## src/mtra_pkg.sv

```systemverilog
// Shared constants, result codes and controller/datapath handshake types.
`default_nettype none

package mtra_pkg;

  localparam int MAX_CONTACTS_DEF = 4;

  localparam logic [7:0] ID_VENDOR = 8'h03;
  localparam logic [7:0] ID_MTOUCH = 8'h04;

  localparam int CID_W   = 5;  // contact number field width
  localparam int CID_LSB = 2;
  localparam int STATUS_BIT = 0;
  localparam int POS_W   = 12;
  localparam int POS_LSB = 4;
  localparam int TID_W   = 2;

  localparam logic [1:0] KIND_CONTACT = 2'd0;
  localparam logic [1:0] KIND_NONE    = 2'd1;
  localparam logic [1:0] KIND_REJECT  = 2'd2;

  typedef struct packed {
    logic store;
    logic scan_clear;
    logic scan_next;
    logic load_contact;
    logic load_none;
    logic load_reject;
  } dp_cmd_t;

  typedef struct packed {
    logic reject;
    logic vendor;
    logic do_frame;
    logic any_pressed;
    logic cur_pressed;
    logic more_above;
    logic out_free;
  } dp_status_t;

endpackage

`default_nettype wire

```

## src/mtra_if.sv

```systemverilog
// Input and result channel interfaces.
`default_nettype none

interface mtra_in_if;
  logic       valid;
  logic       ready;
  logic       read_ok;
  logic [7:0] report_id;
  logic [7:0] contact_byte;
  logic [15:0] x_word;
  logic [15:0] y_word;

  modport source(output valid, read_ok, report_id, contact_byte, x_word, y_word,
                 input ready);
  modport sink(input valid, read_ok, report_id, contact_byte, x_word, y_word,
               output ready);
endinterface

interface mtra_out_if;
  logic        valid;
  logic        ready;
  logic [1:0]  kind;
  logic [1:0]  tracking_id;
  logic        pressure;
  logic [11:0] pos_x;
  logic [11:0] pos_y;
  logic        frame_last;

  modport source(output valid, kind, tracking_id, pressure, pos_x, pos_y, frame_last,
                 input ready);
  modport sink(input valid, kind, tracking_id, pressure, pos_x, pos_y, frame_last,
               output ready);
endinterface

`default_nettype wire

```

## src/mtra_datapath.sv

```systemverilog
// Report decode, contact slot table, slot scan index and result register.
`default_nettype none

module mtra_datapath import mtra_pkg::*; #(
  parameter int MAX_CONTACTS = MAX_CONTACTS_DEF
) (
  input  wire logic              clk,
  input  wire logic              rst_n,
  input  wire logic              read_ok,
  input  wire logic [7:0]        report_id,
  input  wire logic [7:0]        contact_byte,
  input  wire logic [15:0]       x_word,
  input  wire logic [15:0]       y_word,
  output logic                   out_valid,
  input  wire logic              out_ready,
  output logic [1:0]             kind,
  output logic [TID_W-1:0]       tracking_id,
  output logic                   pressure,
  output logic [POS_W-1:0]       pos_x,
  output logic [POS_W-1:0]       pos_y,
  output logic                   frame_last,
  input  wire dp_cmd_t           cmd,
  output dp_status_t             st
);

  localparam int SLOT_W = (MAX_CONTACTS > 1) ? $clog2(MAX_CONTACTS) : 1;

  logic [POS_W-1:0]        slot_x_r [MAX_CONTACTS];
  logic [POS_W-1:0]        slot_y_r [MAX_CONTACTS];
  logic [MAX_CONTACTS-1:0] pressed_r;
  logic [SLOT_W-1:0]       last_contact_r;
  logic [SLOT_W-1:0]       scan_idx_r;

  logic                    out_valid_r;
  logic [1:0]              kind_r;
  logic [TID_W-1:0]        tid_r;
  logic                    pressure_r;
  logic [POS_W-1:0]        pos_x_r;
  logic [POS_W-1:0]        pos_y_r;
  logic                    last_r;

  logic [CID_W-1:0]        cid;
  logic                    status;
  logic                    in_range;
  logic [SLOT_W-1:0]       wr_idx;
  logic [MAX_CONTACTS-1:0] above_mask;

  assign cid      = contact_byte[CID_LSB +: CID_W];
  assign status   = contact_byte[STATUS_BIT];
  assign in_range = {1'b0, cid} < (CID_W+1)'(MAX_CONTACTS);
  assign wr_idx   = cid[SLOT_W-1:0];

  always_comb begin
    for (int i = 0; i < MAX_CONTACTS; i++) begin
      above_mask[i] = SLOT_W'(i) > scan_idx_r;
    end
  end

  assign st.reject      = !read_ok || ((report_id != ID_VENDOR) && (report_id != ID_MTOUCH))
                          || ((report_id == ID_MTOUCH) && !in_range);
  assign st.vendor      = read_ok && (report_id == ID_VENDOR);
  assign st.do_frame    = !status || (cid <= CID_W'(last_contact_r));
  assign st.any_pressed = |pressed_r;
  assign st.cur_pressed = pressed_r[scan_idx_r];
  assign st.more_above  = |(pressed_r & above_mask);
  assign st.out_free    = !out_valid_r || out_ready;

  // slot table
  always_ff @(posedge clk) begin
    if (!rst_n) begin
      pressed_r      <= '0;
      last_contact_r <= '0;
    end else if (cmd.store) begin
      pressed_r[wr_idx] <= status;
      last_contact_r    <= wr_idx;
    end
  end

  always_ff @(posedge clk) begin
    if (cmd.store) begin
      slot_x_r[wr_idx] <= x_word[POS_LSB +: POS_W];
      slot_y_r[wr_idx] <= y_word[POS_LSB +: POS_W];
    end
  end

  always_ff @(posedge clk) begin
    if (!rst_n) begin
      scan_idx_r <= '0;
    end else if (cmd.scan_clear) begin
      scan_idx_r <= '0;
    end else if (cmd.scan_next) begin
      scan_idx_r <= scan_idx_r + SLOT_W'(1);
    end
  end

  // result register
  always_ff @(posedge clk) begin
    if (!rst_n) begin
      out_valid_r <= 1'b0;
    end else if (cmd.load_contact || cmd.load_none || cmd.load_reject) begin
      out_valid_r <= 1'b1;
    end else if (out_ready) begin
      out_valid_r <= 1'b0;
    end
  end

  always_ff @(posedge clk) begin
    if (cmd.load_contact) begin
      kind_r     <= KIND_CONTACT;
      tid_r      <= TID_W'(scan_idx_r);
      pressure_r <= 1'b1;
      pos_x_r    <= slot_x_r[scan_idx_r];
      pos_y_r    <= slot_y_r[scan_idx_r];
      last_r     <= !st.more_above;
    end else if (cmd.load_none || cmd.load_reject) begin
      kind_r     <= cmd.load_none ? KIND_NONE : KIND_REJECT;
      tid_r      <= '0;
      pressure_r <= 1'b0;
      pos_x_r    <= '0;
      pos_y_r    <= '0;
      last_r     <= 1'b1;
    end
  end

  assign out_valid   = out_valid_r;
  assign kind        = kind_r;
  assign tracking_id = tid_r;
  assign pressure    = pressure_r;
  assign pos_x       = pos_x_r;
  assign pos_y       = pos_y_r;
  assign frame_last  = last_r;

endmodule

`default_nettype wire

```

## src/mtra_ctrl.sv

```systemverilog
// Controller: item intake, slot scan sequencing and result loading.
`default_nettype none

module mtra_ctrl import mtra_pkg::*; (
  input  wire logic       clk,
  input  wire logic       rst_n,
  input  wire logic       in_valid,
  output logic            in_ready,
  input  wire dp_status_t st,
  output dp_cmd_t         cmd
);

  typedef enum logic [1:0] {
    ST_IDLE,
    ST_REJECT,
    ST_SCAN,
    ST_NONE
  } state_t;

  state_t state_r, state_nxt;
  logic   in_ready_r, in_ready_nxt;
  logic   accept;

  assign accept = in_valid && in_ready_r;

  always_comb begin
    state_nxt    = state_r;
    in_ready_nxt = in_ready_r;
    cmd          = '0;
    case (state_r)
      ST_IDLE: begin
        if (accept) begin
          if (st.reject) begin
            state_nxt    = ST_REJECT;
            in_ready_nxt = 1'b0;
          end else if (!st.vendor) begin
            cmd.store = 1'b1;
            if (st.do_frame) begin
              cmd.scan_clear = 1'b1;
              state_nxt      = ST_SCAN;
              in_ready_nxt   = 1'b0;
            end
          end
        end
      end
      ST_REJECT, ST_NONE: begin
        if (st.out_free) begin
          cmd.load_reject = (state_r == ST_REJECT);
          cmd.load_none   = (state_r == ST_NONE);
          state_nxt       = ST_IDLE;
          in_ready_nxt    = 1'b1;
        end
      end
      ST_SCAN: begin
        if (!st.any_pressed) begin
          state_nxt = ST_NONE;
        end else if (!st.cur_pressed) begin
          cmd.scan_next = 1'b1;
        end else if (st.out_free) begin
          cmd.load_contact = 1'b1;
          if (st.more_above) begin
            cmd.scan_next = 1'b1;
          end else begin
            state_nxt    = ST_IDLE;
            in_ready_nxt = 1'b1;
          end
        end
      end
      default: begin
        state_nxt    = ST_IDLE;
        in_ready_nxt = 1'b1;
      end
    endcase
  end

  always_ff @(posedge clk) begin
    if (!rst_n) begin
      state_r    <= ST_IDLE;
      in_ready_r <= 1'b1;
    end else begin
      state_r    <= state_nxt;
      in_ready_r <= in_ready_nxt;
    end
  end

  assign in_ready = in_ready_r;

endmodule

`default_nettype wire

```

## src/multitouch_report_assembler.sv

```systemverilog
// Top level of the multitouch report assembler.
`default_nettype none

// Takes one touch report per item and turns multitouch reports into frames of
// contact results. An item is taken when the block is idle; a vendor packet
// or a contact update that closes no frame frees the input at once, a
// rejected report holds it until its reject result is loaded. A report that
// closes a frame starts a scan of the slot table, one slot per cycle (holding
// at a pressed slot while the output register is full) from slot 0 up to the
// highest pressed slot, loading one result per pressed slot into the output
// register, or one no-contact result if none is pressed. A result register on
// the output lets the next item be accepted while a frame's last result waits.
module multitouch_report_assembler import mtra_pkg::*; #(
  parameter int MAX_CONTACTS = MAX_CONTACTS_DEF
) (
  input wire logic   clk,
  input wire logic   rst_n,
  mtra_in_if.sink    in_ch,
  mtra_out_if.source out_ch
);

  dp_cmd_t    cmd;
  dp_status_t st;

  mtra_ctrl u_ctrl (
    .clk      (clk),
    .rst_n    (rst_n),
    .in_valid (in_ch.valid),
    .in_ready (in_ch.ready),
    .st       (st),
    .cmd      (cmd)
  );

  mtra_datapath #(
    .MAX_CONTACTS (MAX_CONTACTS)
  ) u_dp (
    .clk          (clk),
    .rst_n        (rst_n),
    .read_ok      (in_ch.read_ok),
    .report_id    (in_ch.report_id),
    .contact_byte (in_ch.contact_byte),
    .x_word       (in_ch.x_word),
    .y_word       (in_ch.y_word),
    .out_valid    (out_ch.valid),
    .out_ready    (out_ch.ready),
    .kind         (out_ch.kind),
    .tracking_id  (out_ch.tracking_id),
    .pressure     (out_ch.pressure),
    .pos_x        (out_ch.pos_x),
    .pos_y        (out_ch.pos_y),
    .frame_last   (out_ch.frame_last),
    .cmd          (cmd),
    .st           (st)
  );

endmodule

`default_nettype wire

```

## src/flat_wrapper.sv

```systemverilog
// flat-port wrapper written by rule: the top's interface ports become plain ports
module multitouch_report_assembler_flat import mtra_pkg::*;
#(
  parameter int MAX_CONTACTS = MAX_CONTACTS_DEF
)
  (clk, rst_n, in_ch_valid, in_ch_read_ok, in_ch_report_id, in_ch_contact_byte, in_ch_x_word, in_ch_y_word, in_ch_ready, out_ch_valid, out_ch_kind, out_ch_tracking_id, out_ch_pressure, out_ch_pos_x, out_ch_pos_y, out_ch_frame_last, out_ch_ready);
  mtra_in_if in_ch_i ();
  mtra_out_if out_ch_i ();
  input wire logic clk;
  input wire logic rst_n;
  input wire logic [$bits(in_ch_i.valid)-1:0] in_ch_valid;
  input wire logic [$bits(in_ch_i.read_ok)-1:0] in_ch_read_ok;
  input wire logic [$bits(in_ch_i.report_id)-1:0] in_ch_report_id;
  input wire logic [$bits(in_ch_i.contact_byte)-1:0] in_ch_contact_byte;
  input wire logic [$bits(in_ch_i.x_word)-1:0] in_ch_x_word;
  input wire logic [$bits(in_ch_i.y_word)-1:0] in_ch_y_word;
  output wire logic [$bits(in_ch_i.ready)-1:0] in_ch_ready;
  output wire logic [$bits(out_ch_i.valid)-1:0] out_ch_valid;
  output wire logic [$bits(out_ch_i.kind)-1:0] out_ch_kind;
  output wire logic [$bits(out_ch_i.tracking_id)-1:0] out_ch_tracking_id;
  output wire logic [$bits(out_ch_i.pressure)-1:0] out_ch_pressure;
  output wire logic [$bits(out_ch_i.pos_x)-1:0] out_ch_pos_x;
  output wire logic [$bits(out_ch_i.pos_y)-1:0] out_ch_pos_y;
  output wire logic [$bits(out_ch_i.frame_last)-1:0] out_ch_frame_last;
  input wire logic [$bits(out_ch_i.ready)-1:0] out_ch_ready;
  assign in_ch_i.valid = in_ch_valid;
  assign in_ch_i.read_ok = in_ch_read_ok;
  assign in_ch_i.report_id = in_ch_report_id;
  assign in_ch_i.contact_byte = in_ch_contact_byte;
  assign in_ch_i.x_word = in_ch_x_word;
  assign in_ch_i.y_word = in_ch_y_word;
  assign in_ch_ready = in_ch_i.ready;
  assign out_ch_valid = out_ch_i.valid;
  assign out_ch_kind = out_ch_i.kind;
  assign out_ch_tracking_id = out_ch_i.tracking_id;
  assign out_ch_pressure = out_ch_i.pressure;
  assign out_ch_pos_x = out_ch_i.pos_x;
  assign out_ch_pos_y = out_ch_i.pos_y;
  assign out_ch_frame_last = out_ch_i.frame_last;
  assign out_ch_i.ready = out_ch_ready;
  multitouch_report_assembler #(.MAX_CONTACTS(MAX_CONTACTS)) u_core (.clk(clk), .rst_n(rst_n), .in_ch(in_ch_i), .out_ch(out_ch_i));
endmodule
```

## config.mk

```make
export PLATFORM = sky130hd
export DESIGN_NAME = multitouch_report_assembler_flat
export DESIGN_NICKNAME = d
export VERILOG_FILES = /design/src/mtra_pkg.sv /design/src/mtra_if.sv /design/src/mtra_datapath.sv /design/src/mtra_ctrl.sv /design/src/multitouch_report_assembler.sv /design/src/flat_wrapper.sv
export SDC_FILE = /design/constraint.sdc
export NUM_CORES = 1
export LEC_CHECK = 0
export BUFFER_PORTS_ARGS = -buffer_cell sky130_fd_sc_hd__buf_4
export CORE_ASPECT_RATIO = 0.9
export CORE_MARGIN = 1
export CORE_UTILIZATION = 51
export CTS_BUF_LIST = sky130_fd_sc_hd__clkbuf_4 sky130_fd_sc_hd__clkbuf_8 sky130_fd_sc_hd__clkbuf_16
export DETAILED_ROUTE_END_ITERATION = 6
export PLACE_DENSITY = 0.76
export RECOVER_POWER = 100
export SLEW_MARGIN = 30
export SYNTH_ARGS = -nofsm -noshare
export SYNTH_HDL_FRONTEND = slang
export SYNTH_SLANG_ARGS = --single-unit
```

## constraint.sdc

```tcl
create_clock -name clk -period 3.6 [get_ports clk]
set_clock_uncertainty 0.2 [all_clocks]
set_input_delay 0.36 -clock clk [delete_from_list [all_inputs] [get_ports clk]]
set_output_delay 0.36 -clock clk [all_outputs]
set_load 0.01 [all_outputs]
```

---- Word level (Yosys, flattened, before mapping) ----
Memories as Yosys holds them, arrays and structs flattened. A register that Yosys moved wholly into a read port is not among the register bits.
Cells that the tools add are included.
operators by class
  reduce and logical (&&, ||, !) cells .... 26
  multiply operators ...................... 0
  $lt $le $gt $ge ......................... 9
  eq/ne operators ......................... 18
  add/sub/neg operators ................... 1
  muxes and demuxes ....................... 54
  shift-type cells ........................ 0
  divide/modulo/power cells ............... 0
  bitwise operators ....................... 2
operator list
  kind                                                                             count
  2-bit two-way mux                                                                25
  12-bit two-way mux                                                               3
  1-bit two-way mux                                                                21
  8-bit by 2-bit == test with 1-bit output (second input constant)                 1
  8-bit by 3-bit == test with 1-bit output (second input constant)                 1
  2-bit inequality test (second input constant)                                    4
  8-bit by 2-bit inequality test with 1-bit output (second input constant)         1
  8-bit by 3-bit inequality test with 1-bit output (second input constant)         1
  8-bit AND reduction                                                              1
  4-bit OR reduction                                                               2
  1-bit logical OR                                                                 7
  7-bit AND reduction                                                              1
  2-bit by 3-bit less-than comparator with 1-bit output (second input constant)    2
  3-bit by 2-bit inequality test with 1-bit output (second input constant)         2
  3-bit inequality test (second input constant)                                    2
  2-bit case mux with 3 select lines                                               1
  5-bit by 2-bit <= comparator with 1-bit output                                   1
  1-bit logical AND                                                                5
  1-bit logical NOT                                                                5
  5-bit by 3-bit less-than comparator with 1-bit output (second input constant)    1
  4-bit AND                                                                        1
  4-bit bitwise mux                                                                1
  2-bit == test (second input constant)                                            2
  1-bit by 2-bit greater-than comparator with 1-bit output (first input constant)  2
  other kinds (13)                                                                 17
word-level totals
  bits of input ports ..................... 53
  register bits ........................... 42
  output and inout bits ................... 32
  bits in writable memories ............... 96
  logic and storage cells ................. 124
  bits in read-only memories .............. 0
  latch bits .............................. 0
  memories ................................ 2
memory list
  memory                depth  width  read ports  clocked after Yosys merged registers in  wr ports  RTL line             text
  u_core.u_dp.slot_x_r  4      12     1           1                                        1         mtra_datapath.sv:28  logic [POS_W-1:0] slot_x_r [MAX_CONTACTS];
  u_core.u_dp.slot_y_r  4      12     1           1                                        1         mtra_datapath.sv:29  logic [POS_W-1:0] slot_y_r [MAX_CONTACTS];

---- Longest topological paths before layout ----
  depth in word-level cells ............... 11
  depth in mapped cells ................... 8
  gate-level depth less buffers ........... 7

---- Hierarchy ----
Synthesis repeated with hierarchy kept, for this count alone.
unflattened totals
  cells, all modules ...................... 292
  area total of the unflattened synthesis .. 5462.7 sq um
by module, submodules not included
  module         times used  sequential area each (sq um)  cells each  area an instance (sq um)
  mtra_datapath  1           3973.8                        256         5186.2
  mtra_ctrl      1           60.1                          36          276.5

---- Worst setup path before layout ----
OpenSTA, ideal clock, no wires.
  path type ............................... input port to flip-flop
  start ................................... in in_ch_report_id[7]
  end ..................................... mem u_core.u_dp.slot_x_r[2][0], enable pin
  data arrival time ....................... 3.044 ns
  path slack .............................. -0.084 ns
  path buffers ............................ 0
  required time ........................... 2.960 ns
  library setup time ...................... 0.440 ns
  stages .................................. 4
  cells stage by stage .................... nor4_2 nand3b_2 or3_1 nor3b_1
on the way
  longest elaborated chain between the ends .. 9
  elaborated cells between the ends (all ways) .. 15
  classes of those cells .................. eq/ne: 4; mux: 6; reduce/logical: 5
RTL lines
  item                                                                                                                  RTL line             text
  from (decl)                                                                                                           flat_wrapper.sv:13   input wire logic [$bits(in_ch_i.report_id)-1:0] in_ch_report_id;
  8-bit by 2-bit inequality test with 1-bit output or 8-bit by 3-bit inequality test with 1-bit output (tied branches)  mtra_datapath.sv:59  assign st.reject = !read_ok || ((report_id != ID_VENDOR) && (report_id != ID_MTOUCH))
  1-bit logical AND                                                                                                     mtra_datapath.sv:59
  1-bit logical OR                                                                                                      mtra_datapath.sv:59
  1-bit logical OR                                                                                                      mtra_datapath.sv:60  || ((report_id == ID_MTOUCH) && !in_range);
  2-bit two-way mux (*)                                                                                                 mtra_ctrl.sv:33      if (st.reject) begin
  2-bit two-way mux (*)                                                                                                 mtra_ctrl.sv:32      if (accept) begin
  2-bit two-way mux (*)                                                                                                 mtra_ctrl.sv:30      case (state_r)
  1-bit two-way mux (*)                                                                                                 mtra_datapath.sv:80  if (cmd.store) begin
  1-bit two-way mux (not written as such) (*)                                                                           mtra_datapath.sv:81  slot_x_r[wr_idx] <= x_word[POS_LSB +: POS_W];
  to (decl)                                                                                                             mtra_datapath.sv:28
Every way passes the cells marked *; elsewhere a longest branch is shown, timed or not.

---- Final worst setup path ----
  start ................................... reg u_core.u_dp.scan_idx_r[0]
  end ..................................... reg u_core.u_dp.pos_x_r[4] (netlist: u_core.u_dp.pos_x[4]) (data pin)
on the way
  longest elaborated chain between the ends .. 6
RTL lines
  item                                       RTL line              text
  from (decl)                                mtra_datapath.sv:32   logic [SLOT_W-1:0] scan_idx_r;
  from (signal assigned)                     mtra_datapath.sv:92   scan_idx_r <= scan_idx_r + SLOT_W'(1);
  1-bit binary-select mux with 2-bit select  mtra_datapath.sv:64   assign st.cur_pressed = pressed_r[scan_idx_r];
  1-bit two-way mux (not written as such)    mtra_datapath.sv:64
  1-bit two-way mux                          mtra_ctrl.sv:57       end else if (!st.cur_pressed) begin
  2-bit two-way mux                          mtra_ctrl.sv:55       if (!st.any_pressed) begin
  2-bit two-way mux                          mtra_ctrl.sv:30
  12-bit two-way mux                         mtra_datapath.sv:108  if (cmd.load_contact) begin
  to (signal assigned)                       mtra_datapath.sv:112  pos_x_r <= slot_x_r[scan_idx_r];
  to (decl)                                  mtra_datapath.sv:38   logic [POS_W-1:0] pos_x_r;
Every way passes these cells. The select of a mux whose other input is x is not followed.
A chain may end at the register's enable or synchronous reset.

==> impl_metrics.json <==
{
  "dp.cells": 506,
  "syn_inst": 307,
  "gp_congestion": 0.802,
  "end_kind": "flop",
  "holdBufCountCts": 24,
  "cts_root_buf": "clkbuf_16",
  "die_w_um": 111,
  "post_cts_resize_count": 0,
  "start_util": 0.531,
  "setup_viol_count_final": 0,
  "dieArea_sq_um": 11200,
  "routedWlPerCell_um": 18.8,
  "fin_setup_tns_ns": 0,
  "status": "finished, violations left",
  "pwr-share-comb": 0.078,
  "area_delta_synth_final_pct": 24.5,
  "drt-vias-per-instance": 5.40,
  "fillCellCount": 730,
  "power.internal_mw": 3.21,
  "ys_warn_count": 0,
  "ys_seq_area_frac": 0.734,
  "vdd_drop_max_uv": 454,
  "place_area_sq_um": 6250,
  "drv_cap": 1,
  "place_hpwl_um": 6170,
  "timing.slew.headroom": -0.00222,
  "antenna_found_initial": 0,
  "synth_nets": 365,
  "power_density_nw_per_um2": 602,
  "hold_path_class": "in -> reg",
  "ios": 85,
  "clkSlewWorstSetupHoldPaths_ns": 0.06,
  "fin_crit_ns": 2.92,
  "ys_seq_elements": 140,
  "fin_total_pwr_mw": 4.12,
  "wl_um": 10600,
  "diodes": 0,
  "yosysUniqueCellTypes": 47,
  "rows": 35,
  "first_pass_iters": 6,
  "antenna_left": 0,
  "syn_area_per_cell_sq_um": 17.9,
  "crit_type": "reg -> reg",
  "violations": "design-rule violations, max-capacitance violations, max-slew violations",
  "drc": 8,
  "path_max_fanout": 30,
  "drive_gt1_frac": 0.185,
  "synth_edf_count": 123,
  "max_freq_mhz": 343,
  "worstPathArrival_ns": 2.81,
  "grt_pass1_vias": 3185,
  "instances_no_fill": 562,
  "power_leakage_nw": 2.30,
  "netlist_area_sq_um": 5490,
  "switchingPower_mw": 0.902,
  "globalRouteOverflowTotal": 0,
  "ys.flop_type": "edfxtp_1",
  "cts_setup_buffers": 0,
  "cts_tree": "built",
  "final_area_sq_um": 6840,
  "cts_buffers": 17,
  "numClockSinks": 140,
  "fp.coreArea_sq_um": 10300,
  "async_flop_share": 0,
  "p_seq_frac": 0.466,
  "track_usage": 0.204,
  "drtIter0Drc": 120,
  "final_core_util": 0.662,
  "grt_setup_unrepaired": "no",
  "cts_buffer_depth": 2,
  "synth_top_cells_by_area": "edfxtp_1 67%, mux4_2 9.8%, dfxtp_1 6.2%, nor2b_1 3.1%, ha_1 1.1%",
  "final_hold_viol_count": 0,
  "grt_pass1_wl_um": 16300,
  "cp.required_ns": 3.49,
  "htreeDepth": 4,
  "p_clk_frac": 0.456,
  "grt_max_degree": 31,
  "p_sw_frac": 0.219,
  "post-route-period-util": 0.811,
  "die_h_um": 100,
  "synth_top_cell_area_share": 0.672,
  "synth_top_area_cell": "edfxtp_1",
  "clk_latency_ns": 0.41,
  "timing.critical_path.from_type": "flop",
  "num_vias": 3036,
  "final_max_slew_viol_count": 30,
  "worst_pin_slew_ns": 1.50,
  "layout.nets": 478,
  "port_buffers": 74
}
## power groups by stage
| stage | logic [mW] | clock network [mW] | registers, mW |
|---|---|---|---|
| after floorplan | 0.140 | 0 | 1.98 |
| after global placement | 0.374 | 0 | 1.95 |
| after detailed placement | 0.388 | 0 | 1.96 |
| after CTS | 0.414 | 1.90 | 1.92 |
| after global routing | 0.348 | 1.96 | 1.93 |
| final | 0.320 | 1.88 | 1.92 |
## worst max-delay path, stage by stage (launching register included)
cell      delay [ns]
dfxtp_1         0.39
mux2_1          0.36
and3_1          0.20
o21ai_2         0.15
clkbuf_1        1.10
nor2b_1         0.17
## per-layer routing
| layer | GRT usage | vias to the layer above | share of wire | wire length, um |
|---|---|---|---|---|
| met2 | 0.358 | 81 | 0.54 | 5680 |
| met3 | 0.0529 | 12 | 0.042 | 443 |
| met4 | 0.107 | 0 | 0.014 | 150 |
| met5 | 0 | - | 0 | 0 |
| met1 | 0.232 | 1515 | 0.41 | 4320 |
| li1 | - | 1428 | - | - |
## synth_stat cells, drive strengths merged (3+ instances only)
cell      n
a21oi     6
buf       8
clkbuf    6
dfxtp    17
edfxtp  123
ha        5
inv       8
mux2i     5
mux4     24
nand2    16
nor2     13
nor2b    27
nor3      5
nor3b     3
nor4      3
o21ai     5
## kinds of logic after synthesis
group | share of synthesized area
adder cells (fa/ha/maj) | 0.0114
AO/OA/AOI/OAI | 0.0353
multiplexers | 0.112
XOR/XNOR | 0.00159
flip-flops | 0.734
AND/OR/NAND/NOR | 0.0872
buffers and inverters | 0.0185
## placed cells by master (no fill, tap or decap), types with 3 or more instances in the layout
master,synthesis,layout
a21oi_1,6,6
buf_4,1,18
bufinv_16,0,5
clkbuf_1,6,64
clkbuf_16,0,17
clkinv_1,0,3
clkinvlp_4,0,3
dfxtp_1,17,16
dlygate4sd3_1,0,24
edfxtp_1,123,123
ha_1,5,5
inv_1,8,8
mux2i_1,5,5
mux4_2,24,24
nand2_1,16,16
nor2_1,12,13
nor2b_1,27,27
nor3_1,5,5
o21ai_0,3,3
## layout make-up
type / instances / area [sq um] / share of cell area
Clock buffer: 17 / 425 / 0.0622
Clock inverter: 15 / 219 / 0.0320
Inverter: 8 / 30.0 / 0.00439
Multi-Input combinational cell: 145 / 1340 / 0.196
Sequential cell: 140 / 4040 / 0.590
Tap cell: 129 / 161 / 0.0236
Timing Repair Buffer: 108 / 628 / 0.0918
## state kept, by name (all words and copies together) (netlist names), named ones only
signal / cells
u_core.u_dp.last_contact_r: 2
u_core.u_dp.out_valid: 1
u_core.u_ctrl.in_ready: 1
u_core.u_dp.slot_y_r: 48
u_core.u_dp.kind: 2
u_core.u_dp.scan_idx_r: 2
u_core.u_dp.tracking_id: 2
u_core.u_ctrl.state_r: 2
u_core.u_dp.pressed_r: 4
u_core.u_dp.frame_last: 1
u_core.u_dp.pos_x: 12
u_core.u_dp.pos_y: 12
u_core.u_dp.slot_x_r: 48
u_core.u_dp.pressure: 1
## path summary, 6_finish.rpt
path,from,end,slack [ns],cells past startpoint
min,in_ch_contact_byte[2],u_core.u_dp.pressed_r[0],0.04,2
max reg2reg,u_core.u_dp.scan_idx_r[0],u_core.u_dp.pos_x[4],0.68,5
min reg2reg,u_core.u_dp.pressure,u_core.u_dp.pressure,0.25,2
max,u_core.u_dp.scan_idx_r[0],u_core.u_dp.pos_x[4],0.68,5
## stage by stage
stage	setup slack, ns	hold WS [ns]
4_1_cts	0.994	0.0378
5_1_grt	0.494	0.0416
3_5_place_dp	0.849	0.254
2_1_floorplan	0.0625	0.259
6_report	0.681	0.0448
3_3_place_gp	0.861	0.232
(Power assumes the default switching activity.)
